## config.mk

```make
export PLATFORM = sky130hd
export DESIGN_NAME = varint_directory_record_parser
export DESIGN_NICKNAME = d
export VERILOG_FILES = /design/src/rtl/vdrp_pkg.sv /design/src/rtl/vdrp_step.sv /design/src/rtl/vdrp_result_fifo.sv /design/src/rtl/varint_directory_record_parser.sv
export SDC_FILE = /design/constraint.sdc
export NUM_CORES = 1
export LEC_CHECK = 0
export ABC_AREA = 1
export BUFFER_PORTS_ARGS = -buffer_cell sky130_fd_sc_hd__buf_2
export CORE_ASPECT_RATIO = 0.5
export CORE_MARGIN = 3
export CORE_UTILIZATION = 60
export DETAILED_ROUTE_END_ITERATION = 7
export GPL_TIMING_DRIVEN = 0
export PLACE_DENSITY = 0.78
export SLEW_MARGIN = 20
export SYNTH_ARGS = -nofsm -noshare
export SYNTH_HDL_FRONTEND = slang
export SYNTH_SLANG_ARGS = --single-unit
```

## constraint.sdc

```tcl
create_clock -name clk -period 15.98 [get_ports clk]
set_clock_uncertainty 0.1 [all_clocks]
set_input_delay 0.799 -clock clk [delete_from_list [all_inputs] [get_ports clk]]
set_output_delay 0.799 -clock clk [all_outputs]
set_load 0.05 [all_outputs]
```

## src/rtl/vdrp_pkg.sv

```systemverilog
// Package with the types, codes and constants of the directory record parser.
package vdrp_pkg;

    localparam int MAX_NAME_DEFAULT = 64;
    localparam int NAME_LEN_W       = 6;
    localparam int RESULT_DEPTH     = 4;

    localparam logic [31:0] START_OFFSET = 32'd8;
    localparam logic [31:0] SIZE_SAT     = 32'hFFFF_FFFF;

    // Parse phases.
    localparam logic [2:0] PH_TAG    = 3'd0;
    localparam logic [2:0] PH_NLEN   = 3'd1;
    localparam logic [2:0] PH_NAME   = 3'd2;
    localparam logic [2:0] PH_COUNT  = 3'd3;
    localparam logic [2:0] PH_EXTENT = 3'd4;

    // Result kinds.
    localparam logic [1:0] KIND_NAME   = 2'd0;
    localparam logic [1:0] KIND_RECORD = 2'd1;
    localparam logic [1:0] KIND_STOP   = 2'd2;

    // Stop reasons.
    localparam logic [2:0] REASON_END       = 3'd0;
    localparam logic [2:0] REASON_TERM      = 3'd1;
    localparam logic [2:0] REASON_BAD_TAG   = 3'd2;
    localparam logic [2:0] REASON_OVERFLOW  = 3'd3;
    localparam logic [2:0] REASON_NAME_LONG = 3'd4;
    localparam logic [2:0] REASON_TRUNCATED = 3'd5;

    typedef struct packed {
        logic [1:0]            kind;
        logic [7:0]            name_byte;
        logic [NAME_LEN_W-1:0] name_length;
        logic [31:0]           entry_size;
        logic                  size_unbounded;
        logic [2:0]            stop_reason;
        logic                  is_last;
    } result_t;

    typedef struct packed {
        logic [2:0]  phase;
        logic [31:0] pos;
        logic [31:0] acc;
        logic [5:0]  shift;
        logic        ovf;
        logic [31:0] name_left;
        logic [31:0] ext_left;
        logic        half;
        logic [31:0] sum;
        logic        sum_unb;
        logic        stopped;
    } parse_state_t;

    localparam parse_state_t PARSE_REWIND = '{
        phase:     PH_TAG,
        pos:       START_OFFSET,
        acc:       32'd0,
        shift:     6'd0,
        ovf:       1'b0,
        name_left: 32'd0,
        ext_left:  32'd0,
        half:      1'b0,
        sum:       32'd0,
        sum_unb:   1'b0,
        stopped:   1'b0
    };

endpackage

```

## src/rtl/vdrp_step.sv

```systemverilog
// Combinational next-state and result logic for one directory byte.
module vdrp_step
    import vdrp_pkg::*;
#(
    parameter int MAX_NAME = MAX_NAME_DEFAULT,
    parameter int CW       = $clog2(MAX_NAME)
)
(
    input  logic [31:0]   image_size,
    input  parse_state_t  state_in,
    input  logic [CW-1:0] emitted_in,
    input  logic [7:0]    byte_value,
    output parse_state_t  state_out,
    output logic [CW-1:0] emitted_out,
    output result_t       res0,
    output result_t       res1,
    output logic [1:0]    res_count
);

    localparam int EW = (CW > NAME_LEN_W) ? CW : NAME_LEN_W;

    function automatic result_t make_stop(input logic [2:0] why);
        result_t r;
        r             = '0;
        r.kind        = KIND_STOP;
        r.stop_reason = why;
        return r;
    endfunction

    parse_state_t  ns;
    logic [CW-1:0] ne;
    logic [31:0]   np;
    logic [6:0]    chunk;
    logic [38:0]   shifted;
    logic [31:0]   acc;
    logic          ovf;
    logic [32:0]   sum_wide;
    logic [EW-1:0] len_ext;
    logic          prim_v;
    result_t       prim;
    logic          end_v;
    result_t       end_stop;

    always_comb
    begin
        ns       = state_in;
        ne       = emitted_in;
        np       = state_in.pos + 32'd1;
        chunk    = byte_value[6:0];
        shifted  = 39'(chunk) << state_in.shift[4:0];
        acc      = state_in.acc;
        ovf      = state_in.ovf;
        sum_wide = '0;
        len_ext  = '0;
        prim_v   = 1'b0;
        prim     = '0;
        end_v    = 1'b0;
        end_stop = '0;
        res0     = '0;
        res1     = '0;
        res_count = 2'd0;

        if (state_in.stopped)
        begin
            // Bytes after a stop are dropped.
        end
        else if (state_in.pos >= image_size)
        begin
            prim_v     = 1'b1;
            prim       = make_stop(REASON_END);
            ns.stopped = 1'b1;
        end
        else
        begin
            ns.pos = np;
            if (state_in.phase == PH_NAME)
            begin
                if (emitted_in < CW'(MAX_NAME - 1))
                begin
                    prim_v         = 1'b1;
                    prim.kind      = KIND_NAME;
                    prim.name_byte = byte_value;
                    ne             = emitted_in + 1'b1;
                end
                ns.name_left = state_in.name_left - 32'd1;
                if (ns.name_left == 32'd0)
                begin
                    ns.phase = PH_COUNT;
                end
            end
            else
            begin
                if (!ovf)
                begin
                    if (state_in.shift[5])
                    begin
                        if (chunk != 7'd0)
                        begin
                            ovf = 1'b1;
                        end
                    end
                    else if (|shifted[38:32])
                    begin
                        ovf = 1'b1;
                    end
                    else
                    begin
                        acc = acc | shifted[31:0];
                    end
                end

                if (byte_value[7])
                begin
                    if (!state_in.shift[5])
                    begin
                        ns.shift = state_in.shift + 6'd7;
                    end
                    else
                    begin
                        ovf = 1'b1;
                    end
                    ns.acc = acc;
                    ns.ovf = ovf;
                end
                else
                begin
                    ns.acc   = '0;
                    ns.shift = '0;
                    ns.ovf   = 1'b0;
                    unique case (state_in.phase)
                        PH_TAG:
                        begin
                            if (ovf)
                            begin
                                prim_v = 1'b1;
                                prim   = make_stop(REASON_OVERFLOW);
                            end
                            else if (acc == 32'd0)
                            begin
                                prim_v = 1'b1;
                                prim   = make_stop(REASON_TERM);
                            end
                            else if (acc != 32'd1)
                            begin
                                prim_v = 1'b1;
                                prim   = make_stop(REASON_BAD_TAG);
                            end
                            else
                            begin
                                ns.phase = PH_NLEN;
                            end
                            ns.stopped = prim_v;
                        end
                        PH_NLEN:
                        begin
                            if (ovf)
                            begin
                                prim_v     = 1'b1;
                                prim       = make_stop(REASON_OVERFLOW);
                                ns.stopped = 1'b1;
                            end
                            else if (acc > image_size - np)
                            begin
                                prim_v     = 1'b1;
                                prim       = make_stop(REASON_NAME_LONG);
                                ns.stopped = 1'b1;
                            end
                            else
                            begin
                                ne           = '0;
                                ns.name_left = acc;
                                ns.phase     = (acc == 32'd0) ? PH_COUNT : PH_NAME;
                            end
                        end
                        PH_COUNT:
                        begin
                            if (ovf)
                            begin
                                prim_v     = 1'b1;
                                prim       = make_stop(REASON_OVERFLOW);
                                ns.stopped = 1'b1;
                            end
                            else
                            begin
                                ns.ext_left = acc;
                                ns.sum      = '0;
                                ns.sum_unb  = 1'b0;
                                ns.half     = 1'b0;
                                if (acc == 32'd0)
                                begin
                                    len_ext          = EW'(ne);
                                    prim_v           = 1'b1;
                                    prim.kind        = KIND_RECORD;
                                    prim.name_length = len_ext[NAME_LEN_W-1:0];
                                    ns.phase         = PH_TAG;
                                end
                                else
                                begin
                                    ns.phase = PH_EXTENT;
                                end
                            end
                        end
                        PH_EXTENT:
                        begin
                            // Overflow of the offset varint carries no meaning.
                            if (!state_in.half)
                            begin
                                ns.half = 1'b1;
                            end
                            else
                            begin
                                ns.half  = 1'b0;
                                sum_wide = {1'b0, state_in.sum} + {1'b0, acc};
                                if (ovf || sum_wide[32])
                                begin
                                    ns.sum_unb = 1'b1;
                                end
                                else
                                begin
                                    ns.sum = sum_wide[31:0];
                                end
                                ns.ext_left = state_in.ext_left - 32'd1;
                                if (ns.ext_left == 32'd0)
                                begin
                                    len_ext             = EW'(ne);
                                    prim_v              = 1'b1;
                                    prim.kind           = KIND_RECORD;
                                    prim.name_length    = len_ext[NAME_LEN_W-1:0];
                                    prim.entry_size     = ns.sum_unb ? SIZE_SAT : ns.sum;
                                    prim.size_unbounded = ns.sum_unb;
                                    ns.phase            = PH_TAG;
                                end
                            end
                        end
                        default:
                        begin
                            ns.phase = PH_TAG;
                        end
                    endcase
                end
            end

            if (!ns.stopped && (np >= image_size))
            begin
                end_v      = 1'b1;
                end_stop   = make_stop(((ns.phase == PH_TAG) && (ns.shift == 6'd0)) ?
                                       REASON_END : REASON_TRUNCATED);
                ns.stopped = 1'b1;
            end
        end

        if (prim_v && end_v)
        begin
            res0             = prim;
            res1             = end_stop;
            res1.is_last     = 1'b1;
            res_count        = 2'd2;
        end
        else if (prim_v)
        begin
            res0         = prim;
            res0.is_last = 1'b1;
            res_count    = 2'd1;
        end
        else if (end_v)
        begin
            res0         = end_stop;
            res0.is_last = 1'b1;
            res_count    = 2'd1;
        end

        state_out   = ns;
        emitted_out = ne;
    end

endmodule

```

## src/rtl/vdrp_result_fifo.sv

```systemverilog
// Small result queue that takes up to two results a cycle and hands out one.
module vdrp_result_fifo
    import vdrp_pkg::*;
(
    input  logic       clk,
    input  logic       rst_n,
    input  logic [1:0] push_count,
    input  result_t    push0,
    input  result_t    push1,
    input  logic       pop,
    output logic       head_valid,
    output result_t    head,
    output logic       room_for_two
);

    localparam int PW   = $clog2(RESULT_DEPTH);
    localparam int CNTW = $clog2(RESULT_DEPTH + 1);

    result_t         entries_reg [RESULT_DEPTH];
    logic [PW-1:0]   wr_ptr_reg;
    logic [PW-1:0]   rd_ptr_reg;
    logic [CNTW-1:0] count_reg;
    logic [PW-1:0]   wr_ptr_next;
    logic [PW-1:0]   rd_ptr_next;
    logic [CNTW-1:0] count_next;

    always_comb
    begin
        wr_ptr_next = wr_ptr_reg + PW'(push_count);
        rd_ptr_next = rd_ptr_reg + PW'(pop);
        count_next  = count_reg + CNTW'(push_count) - CNTW'(pop);
    end

    always_ff @(posedge clk or negedge rst_n)
    begin
        if (!rst_n)
        begin
            wr_ptr_reg <= '0;
            rd_ptr_reg <= '0;
            count_reg  <= '0;
        end
        else
        begin
            wr_ptr_reg <= wr_ptr_next;
            rd_ptr_reg <= rd_ptr_next;
            count_reg  <= count_next;
        end
    end

    always_ff @(posedge clk)
    begin
        if (push_count != 2'd0)
        begin
            entries_reg[wr_ptr_reg] <= push0;
        end
        if (push_count == 2'd2)
        begin
            entries_reg[wr_ptr_reg + PW'(1)] <= push1;
        end
    end

    assign head_valid   = (count_reg != '0);
    assign head         = entries_reg[rd_ptr_reg];
    assign room_for_two = (count_reg <= CNTW'(RESULT_DEPTH - 2));

endmodule

```

## src/rtl/varint_directory_record_parser.sv

```systemverilog
// Top level of the streaming LEB128 directory record parser.
// An accepted byte's results go into the queue and reach the ports behind older ones.
// Throughput: one byte per cycle; each byte yields up to two results into a four-entry
// queue, and in_stall rises while fewer than two queue slots are free.
// Reset (rst_n, asynchronous, active low) sets image_size to 8, rewinds the parser to
// offset 8 and empties the result queue; no clearing pass is needed.
module varint_directory_record_parser
    import vdrp_pkg::*;
#(
    parameter int MAX_NAME = MAX_NAME_DEFAULT
)
(
    input  logic                  clk,
    input  logic                  rst_n,
    input  logic                  cfg_we,
    input  logic [31:0]           cfg_wdata,
    input  logic                  in_valid,
    output logic                  in_stall,
    input  logic [7:0]            byte_value,
    output logic                  out_valid,
    input  logic                  out_stall,
    output logic [1:0]            result_kind,
    output logic [7:0]            name_byte,
    output logic [NAME_LEN_W-1:0] name_length,
    output logic [31:0]           entry_size,
    output logic                  size_unbounded,
    output logic [2:0]            stop_reason,
    output logic                  is_last
);

    // Width of the count of name bytes handed out for the current record.
    localparam int CW = $clog2(MAX_NAME);

    logic [31:0]   image_size_reg;
    parse_state_t  state_reg;
    parse_state_t  state_next;
    logic [CW-1:0] emitted_reg;
    logic [CW-1:0] emitted_next;

    result_t       res0;
    result_t       res1;
    logic [1:0]    res_count;
    logic          in_accept;
    logic          room_for_two;
    result_t       head;

    // A request on the input side is taken whenever the queue can absorb the
    // worst case of two results for that byte.
    assign in_stall  = !room_for_two;
    assign in_accept = in_valid && !in_stall;

    // The whole per-byte decision: varint gathering, phase change and the
    // end-of-image check, computed from the registered parser state.
    vdrp_step #(
        .MAX_NAME (MAX_NAME),
        .CW       (CW)
    ) u_step (
        .image_size  (image_size_reg),
        .state_in    (state_reg),
        .emitted_in  (emitted_reg),
        .byte_value  (byte_value),
        .state_out   (state_next),
        .emitted_out (emitted_next),
        .res0        (res0),
        .res1        (res1),
        .res_count   (res_count)
    );

    // Parser state advances only on an accepted byte; a write of image_size rewinds it.
    // The user must write image_size only while the block is idle; it is not enforced.
    always_ff @(posedge clk or negedge rst_n)
    begin
        if (!rst_n)
        begin
            image_size_reg <= START_OFFSET;
            state_reg      <= PARSE_REWIND;
            emitted_reg    <= '0;
        end
        else if (cfg_we)
        begin
            image_size_reg <= cfg_wdata;
            state_reg      <= PARSE_REWIND;
            emitted_reg    <= '0;
        end
        else if (in_accept)
        begin
            state_reg   <= state_next;
            emitted_reg <= emitted_next;
        end
    end

    // Results sit in the queue so the input keeps flowing while a result
    // request waits on the output side.
    vdrp_result_fifo u_fifo (
        .clk          (clk),
        .rst_n        (rst_n),
        .push_count   (in_accept ? res_count : 2'd0),
        .push0        (res0),
        .push1        (res1),
        .pop          (out_valid && !out_stall),
        .head_valid   (out_valid),
        .head         (head),
        .room_for_two (room_for_two)
    );

    assign result_kind    = head.kind;
    assign name_byte      = head.name_byte;
    assign name_length    = head.name_length;
    assign entry_size     = head.entry_size;
    assign size_unbounded = head.size_unbounded;
    assign stop_reason    = head.stop_reason;
    assign is_last        = head.is_last;

endmodule

```

Word level (Yosys, flattened, before mapping)
Memory sizes are Yosys's and may differ from the RTL's. Index checks and enable logic that the tools add are counted.

Register bits after elaboration: 218. RAM bits: 212. Input bits: 45. Output and inout bits: 55. Memories kept: 1.

Memory list: u_fifo.entries_reg (words 4, bits a word 53, rd ports 1, clocked after memory_dff 0, write ports 2, RTL line vdrp_result_fifo.sv:19) `result_t entries_reg [RESULT_DEPTH];`.

Add/subtract/negate cells: 12. Magnitude comparators: 5. Eq/ne operators: 16. Shift-type cells: 1. Mux-type cells: 133. Bitwise gates (word level): 1. Reduce and logical (&&, ||, !) cells: 28.

Operator list (number): 2-to-1 mux 53 bit (15); 2-to-1 mux 173 bit (3); 2-to-1 mux 32 bit (13); 2-to-1 mux 39 bit (6); 2-to-1 mux 67 bit (3); 2-to-1 mux 172 bit (1); case mux 39 bit (4 select lines) (1); case mux 66 bit (2 select lines) (1); 2-to-1 mux 99 bit (1); logical NOT 32 bit (3); 2-to-1 mux 6 bit (13); 2-to-1 mux 66 bit (1); greater-or-equal comparator 32 bit (2); subtractor 32 x 1 -> 32 bit, second input constant (2); 2-to-1 mux 3 bit (16); 2-to-1 mux 1 bit (45); 2-to-1 mux 43 bit (1); << shifter 7 x 5 -> 39 bit (1); adder 32 x 32 -> 33 bit (1); 2-to-1 mux 33 bit (1); adder 32 x 1 -> 32 bit, second input constant (1); > comparator 32 bit (1); inequality test 32 x 1 -> 1 bit, second input constant (1); OR 32 bit (1); 39 further kinds (62).

Depth between registers and ports, before layout
Depth after elaboration: 35. Depth in mapped cells: 51. Gate-level depth less buffers: 49.

Cells and area by module
A second synthesis with hierarchy kept.

Cells, all modules: 5284. Area, all modules: 35211.3 um^2.

Modules (own cells, without submodules): vdrp_step (times used 1, cells each 2456, area an instance 13444.1 um^2); vdrp_result_fifo (times used 1, cells each 1531, area an instance 12120.4 um^2); varint_directory_record_parser (times used 1, cells each 1297, area an instance 9646.8 um^2).

Worst setup path after synthesis
OpenSTA, ideal clock, no wires.

Path kind: reg2reg. Start: register state_reg[139] (netlist bit). End: memory u_fifo.entries_reg[3][0] (netlist bit) (enable). Setup time: 0.305 ns. Data arrival time: 6.616 ns. Required time: 15.575 ns. Path slack: 8.959 ns. Cell stages (with the launch flop): 51. Clock period less this slack: 7.021 ns. Cells stage by stage: dfrtp_1 > ha_1 > nand3_1 > nor2_1 > nand2_1 > nor2_1 > inv_1 > nor2_1 > nand3_1 > nor2_1 > nand4_1 > nor2_1 > nand4_1 > nor4_1 > nand4_1 > nor2_1 > xor2_1 > ha_1 > [15 not listed] > a21oi_1 > a21oi_1 > nand3_1 > nand2_1 > nand2_1 > nand2_1 > inv_1 > ha_1 > inv_1 > nor2_1 > inv_1 > nor2_1 > inv_1 > nor2_1 > nor2_1 > clkbuf_1 > clkbuf_1 > inv_1.

RTL lines: start: declaration (RTL line varint_directory_record_parser.sv:35) `parse_state_t state_reg;`; start signal: assignment (RTL line varint_directory_record_parser.sv:87) `state_reg <= state_next;`; end: declaration (RTL line vdrp_result_fifo.sv:19).

==> implementation parameters <==
Parameter                              Value

Outcome
  Result of the run ... complete, no violations

Timing
  Total count of hold-check failures in the final report ... 0
  Final worst slack ... 6.06 ns
  Period utilisation layout ... 62.1%
  RSZ-0062 raised after global routing ... no
  Final count of negative-setup-slack endpoints ... 0
  Slew margin rel. ... 21.9%
  Final Slew Violations ... 0
  Setup TNS ... 0 ns
  Shortest clock period the worst path allows after layout ... 9.92 ns
  Minimum hold slack ... 0.0733 ns
  Upper clock frequency limit ... 101 MHz
  Worst Max-Slew Pin Slew ... 1.16 ns

Global routing
  Global-route wire length before repair ... 139 mm
  Peak-usage layer in the global routing report ... met2
  Leftover overflow at the end of global routing ... 0
  Vias in the first global route ... 25500
  Met2 usage ... 58.8%
  Initial antenna violation count ... 0
  Met1 GRT Util ... 52.3%
  Total routing resource utilization after global routing ... 37.7%
  Maximum number of pins on one net before global-route repair ... 90
  GR met3 Demand/Resource ... 7.52%

CTS
  Post-CTS Setup Repair Bufs ... 0
  Clock latency at the later pin of the worst-skew pair ... 0.58 ns
  TritonCTS clock tree ... built
  Count of clock tree sinks ... 430
  Maximum clock path buffer count ... 3
  Clock root buffer ... clkbuf_16
  Resized Gates After CTS ... 0
  Clock-pin slew reported for the worst setup and hold paths after clock tree synthesis ... 0.07 ns
  CTS buffer count ... 40
  Hold buffers post-CTS ... 0
  # H-tree levels ... 2

Job
  Max capacitance violation total ... 0

Route
  Number of violations reported at the end of detailed-routing iteration 0 ... 3034
  Vias per Instance ... 6.13
  Antenna violation net count after detailed routing ... 0
  Final WL ... 88.8 mm
  Number of iterations in the first detailed-routing pass ... 6
  Average routed wire per standard cell ... 20.3 µm
  Total DRC errors in the routed layout ... 0
  Via count of the routed design ... 26800

Setup path
  Maximum fanout along the worst path ... 10
  Nature of the critical path endpoint ... register
  Most frequent cell on the critical path ... nor2_1
  CP arrival ... 10.09 ns
  Peak per-stage delay on the critical path ... 0.53 ns
  Required time of the worst setup path ... 16.15 ns
  Critical R2R Capture ... u_fifo.entries_reg[3][0]
  Depth of the worst register-to-register path ... 48
  Worst reg-to-reg setup slack ... 6.06 ns
  Startpoint-to-endpoint class of the critical path ... register to register
  Worst r2r src ... state_reg[139]
  Max stage delay cell, worst path ... nor2_1
  Type of origin of the critical path ... register

Layout
  Synthesis-to-layout area growth ... 10.0%
  Max reg flops ... 212
  Final net count ... 3958
  Layout cell share with drive strength beyond 1 ... 6.58%
  Area of all placed cells without fillers ... 29100 µm²
  Cell Count, Final, Fillers Out ... 4380
  Core occupancy in the finished layout ... 68.1%
  Count of filler cells inserted in the layout ... 3812

Floorplan
  Starting utilization of the core area ... 61.9%
  Die Span X ... 303 µm
  Die H ... 154 µm
  IO Pins ... 100
  Total number of placement rows ... 53
  Core Area ... 42700 µm²
  Full die area ... 46800 µm²

Yosys
  Cell area after technology mapping ... 26400 µm²
  Synth Instances ... 3627
  Top cell type by total area after synthesis ... dfrtp_1
  Top flip-flop cell by instance count after synthesis ... dfrtp_1
  Top cell type's share of synthesized area ... 20.4%
  Count of state elements after synthesis ... 430
  Warnings from Yosys ... 0
  Proportion of synthesized chip area in sequential cells ... 37.3%
  Mean post-synth cell area ... 7.29 µm²
  Netlist cell types ... 63
  Leading cell types by total area after synthesis ... dfrtp_1 20%, dfxtp_1 15%, nand2_1 11%, o21ai_0 7.8%, ha_1 6.7%
  Fraction of synthesis flops using an asynchronous set or reset pin ... 50.7%
  EDFF count, synth ... 16
  Syn nets ... 3816

Power and ir drop
  Sum of internal, switching and leakage power ... 4.60 mW
  Leak ... 13.0 nW
  Max rail drop VDD ... 0.127 mV
  Power density of the placed cells ... 158 nW/µm²

Place
  Placed instance count ... 4304
  Count of buffers from port buffering ... 98
  Placed wire-length estimate after detailed placement ... 66.3 mm
  Worst slack at placement ... 6.42 ns
  Dpl cell area ... 27700 µm²
  Weighted congestion at the end of routability-driven global placement ... 0.992

Worst hold path
  Type of the most critical hold path ... input port to async pin
synth_stat cells (all sizes together), types with 3 or more instances:
cell,count
a211oi,3
a21boi,8
a21o,4
a21oi,183
a22oi,13
a31oi,11
and2,3
and3,3
buf,36
clkbuf,134
clkinv,7
dfrtp,216
dfxtp,196
edfxtp,16
fa,3
ha,141
inv,321
nand2,744
nand3,218
nand4,96
nor2,387
nor3,58
nor3b,5
nor4,13
o2111ai,24
o211ai,17
o21a,10
o21ai,472
o21bai,11
o22ai,92
o31ai,26
xnor2,36
xor2,107
layout make-up:
| cell class | instances | area [µm²] | area share [%] |
|---|---|---|---|
| Sequential cell | 430 | 9860 | 33.9 |
| Antenna cell | 2 | 5.00 | 0.0172 |
| Clock inverter | 10 | 120 | 0.413 |
| Tap cell | 577 | 722 | 2.48 |
| Timing Repair Buffer | 100 | 556 | 1.91 |
| Inverter | 328 | 1230 | 4.23 |
| Clock buffer | 64 | 1240 | 4.27 |
| Buffer | 170 | 703 | 2.42 |
| Multi-Input combinational cell | 2699 | 14600 | 50.3 |
cell families (layout without fill, tap and decap cells):
logic type	after synthesis	in the layout	share of synthesized area (%)
AND/OR/NAND/NOR	1532	1532	25.2
AO/OA/AOI/OAI	880	880	18.5
buffers and inverters	498	672	7.32
flip-flops	430	430	37.3
adder cells (fa/ha/maj)	144	144	6.90
XOR/XNOR	143	143	4.79
other	0	2	0
how the worst max path moves through the flow:
stage,startpoint,end,slack [ns],cells past startpoint
floorplan,state_reg[139],u_fifo.entries_reg[3][0],8.96,50
global placement,state_reg[139],u_fifo.entries_reg[3][52],6.53,48
detailed placement,state_reg[139],u_fifo.entries_reg[3][0],6.42,48
CTS,state_reg[139],u_fifo.entries_reg[3][52],6.36,48
global route,state_reg[139],u_fifo.entries_reg[3][52],5.15,50
finish,state_reg[139],u_fifo.entries_reg[3][0],6.06,48
worst max-delay path: cells and delay by family, from the launching register on:
| family | cells | cell delay (ns) |
|---|---|---|
| AND/OR/NAND/NOR | 27 | 4.74 |
| buffers and inverters | 8 | 1.45 |
| AO/OA/AOI/OAI | 7 | 1.30 |
| adder cells (fa/ha/maj) | 4 | 1.21 |
| flip-flops | 1 | 0.40 |
| XOR/XNOR | 2 | 0.38 |
power breakdown:
group          internal [mW]  leakage (nW)  total (mW)  switching [mW]
clock network          0.556         0.672        1.02           0.459
registers               1.16          4.67        1.22          0.0558
logic                  0.625          7.62        2.37            1.74
cell usage in the layout (no fill, tap or decap), types with 58 or more instances in the layout:
master / n
inv_1: 319
buf_2: 122
o21ai_1: 58
o22ai_1: 92
nand2_1: 740
ha_1: 141
xor2_1: 105
nor2_1: 378
clkbuf_1: 144
o21ai_0: 411
a21oi_1: 183
dfxtp_1: 196
nand4_1: 95
dfrtp_1: 216
nand3_1: 207
routing by layer:
layer / vias to the layer above / wire [µm]
li1: 12600 / -
met1: 12700 / 37600
met2: 1395 / 38600
met3: 226 / 9410
met4: 0 / 3220
met5: - / 0
(Power assumes the default switching activity.)
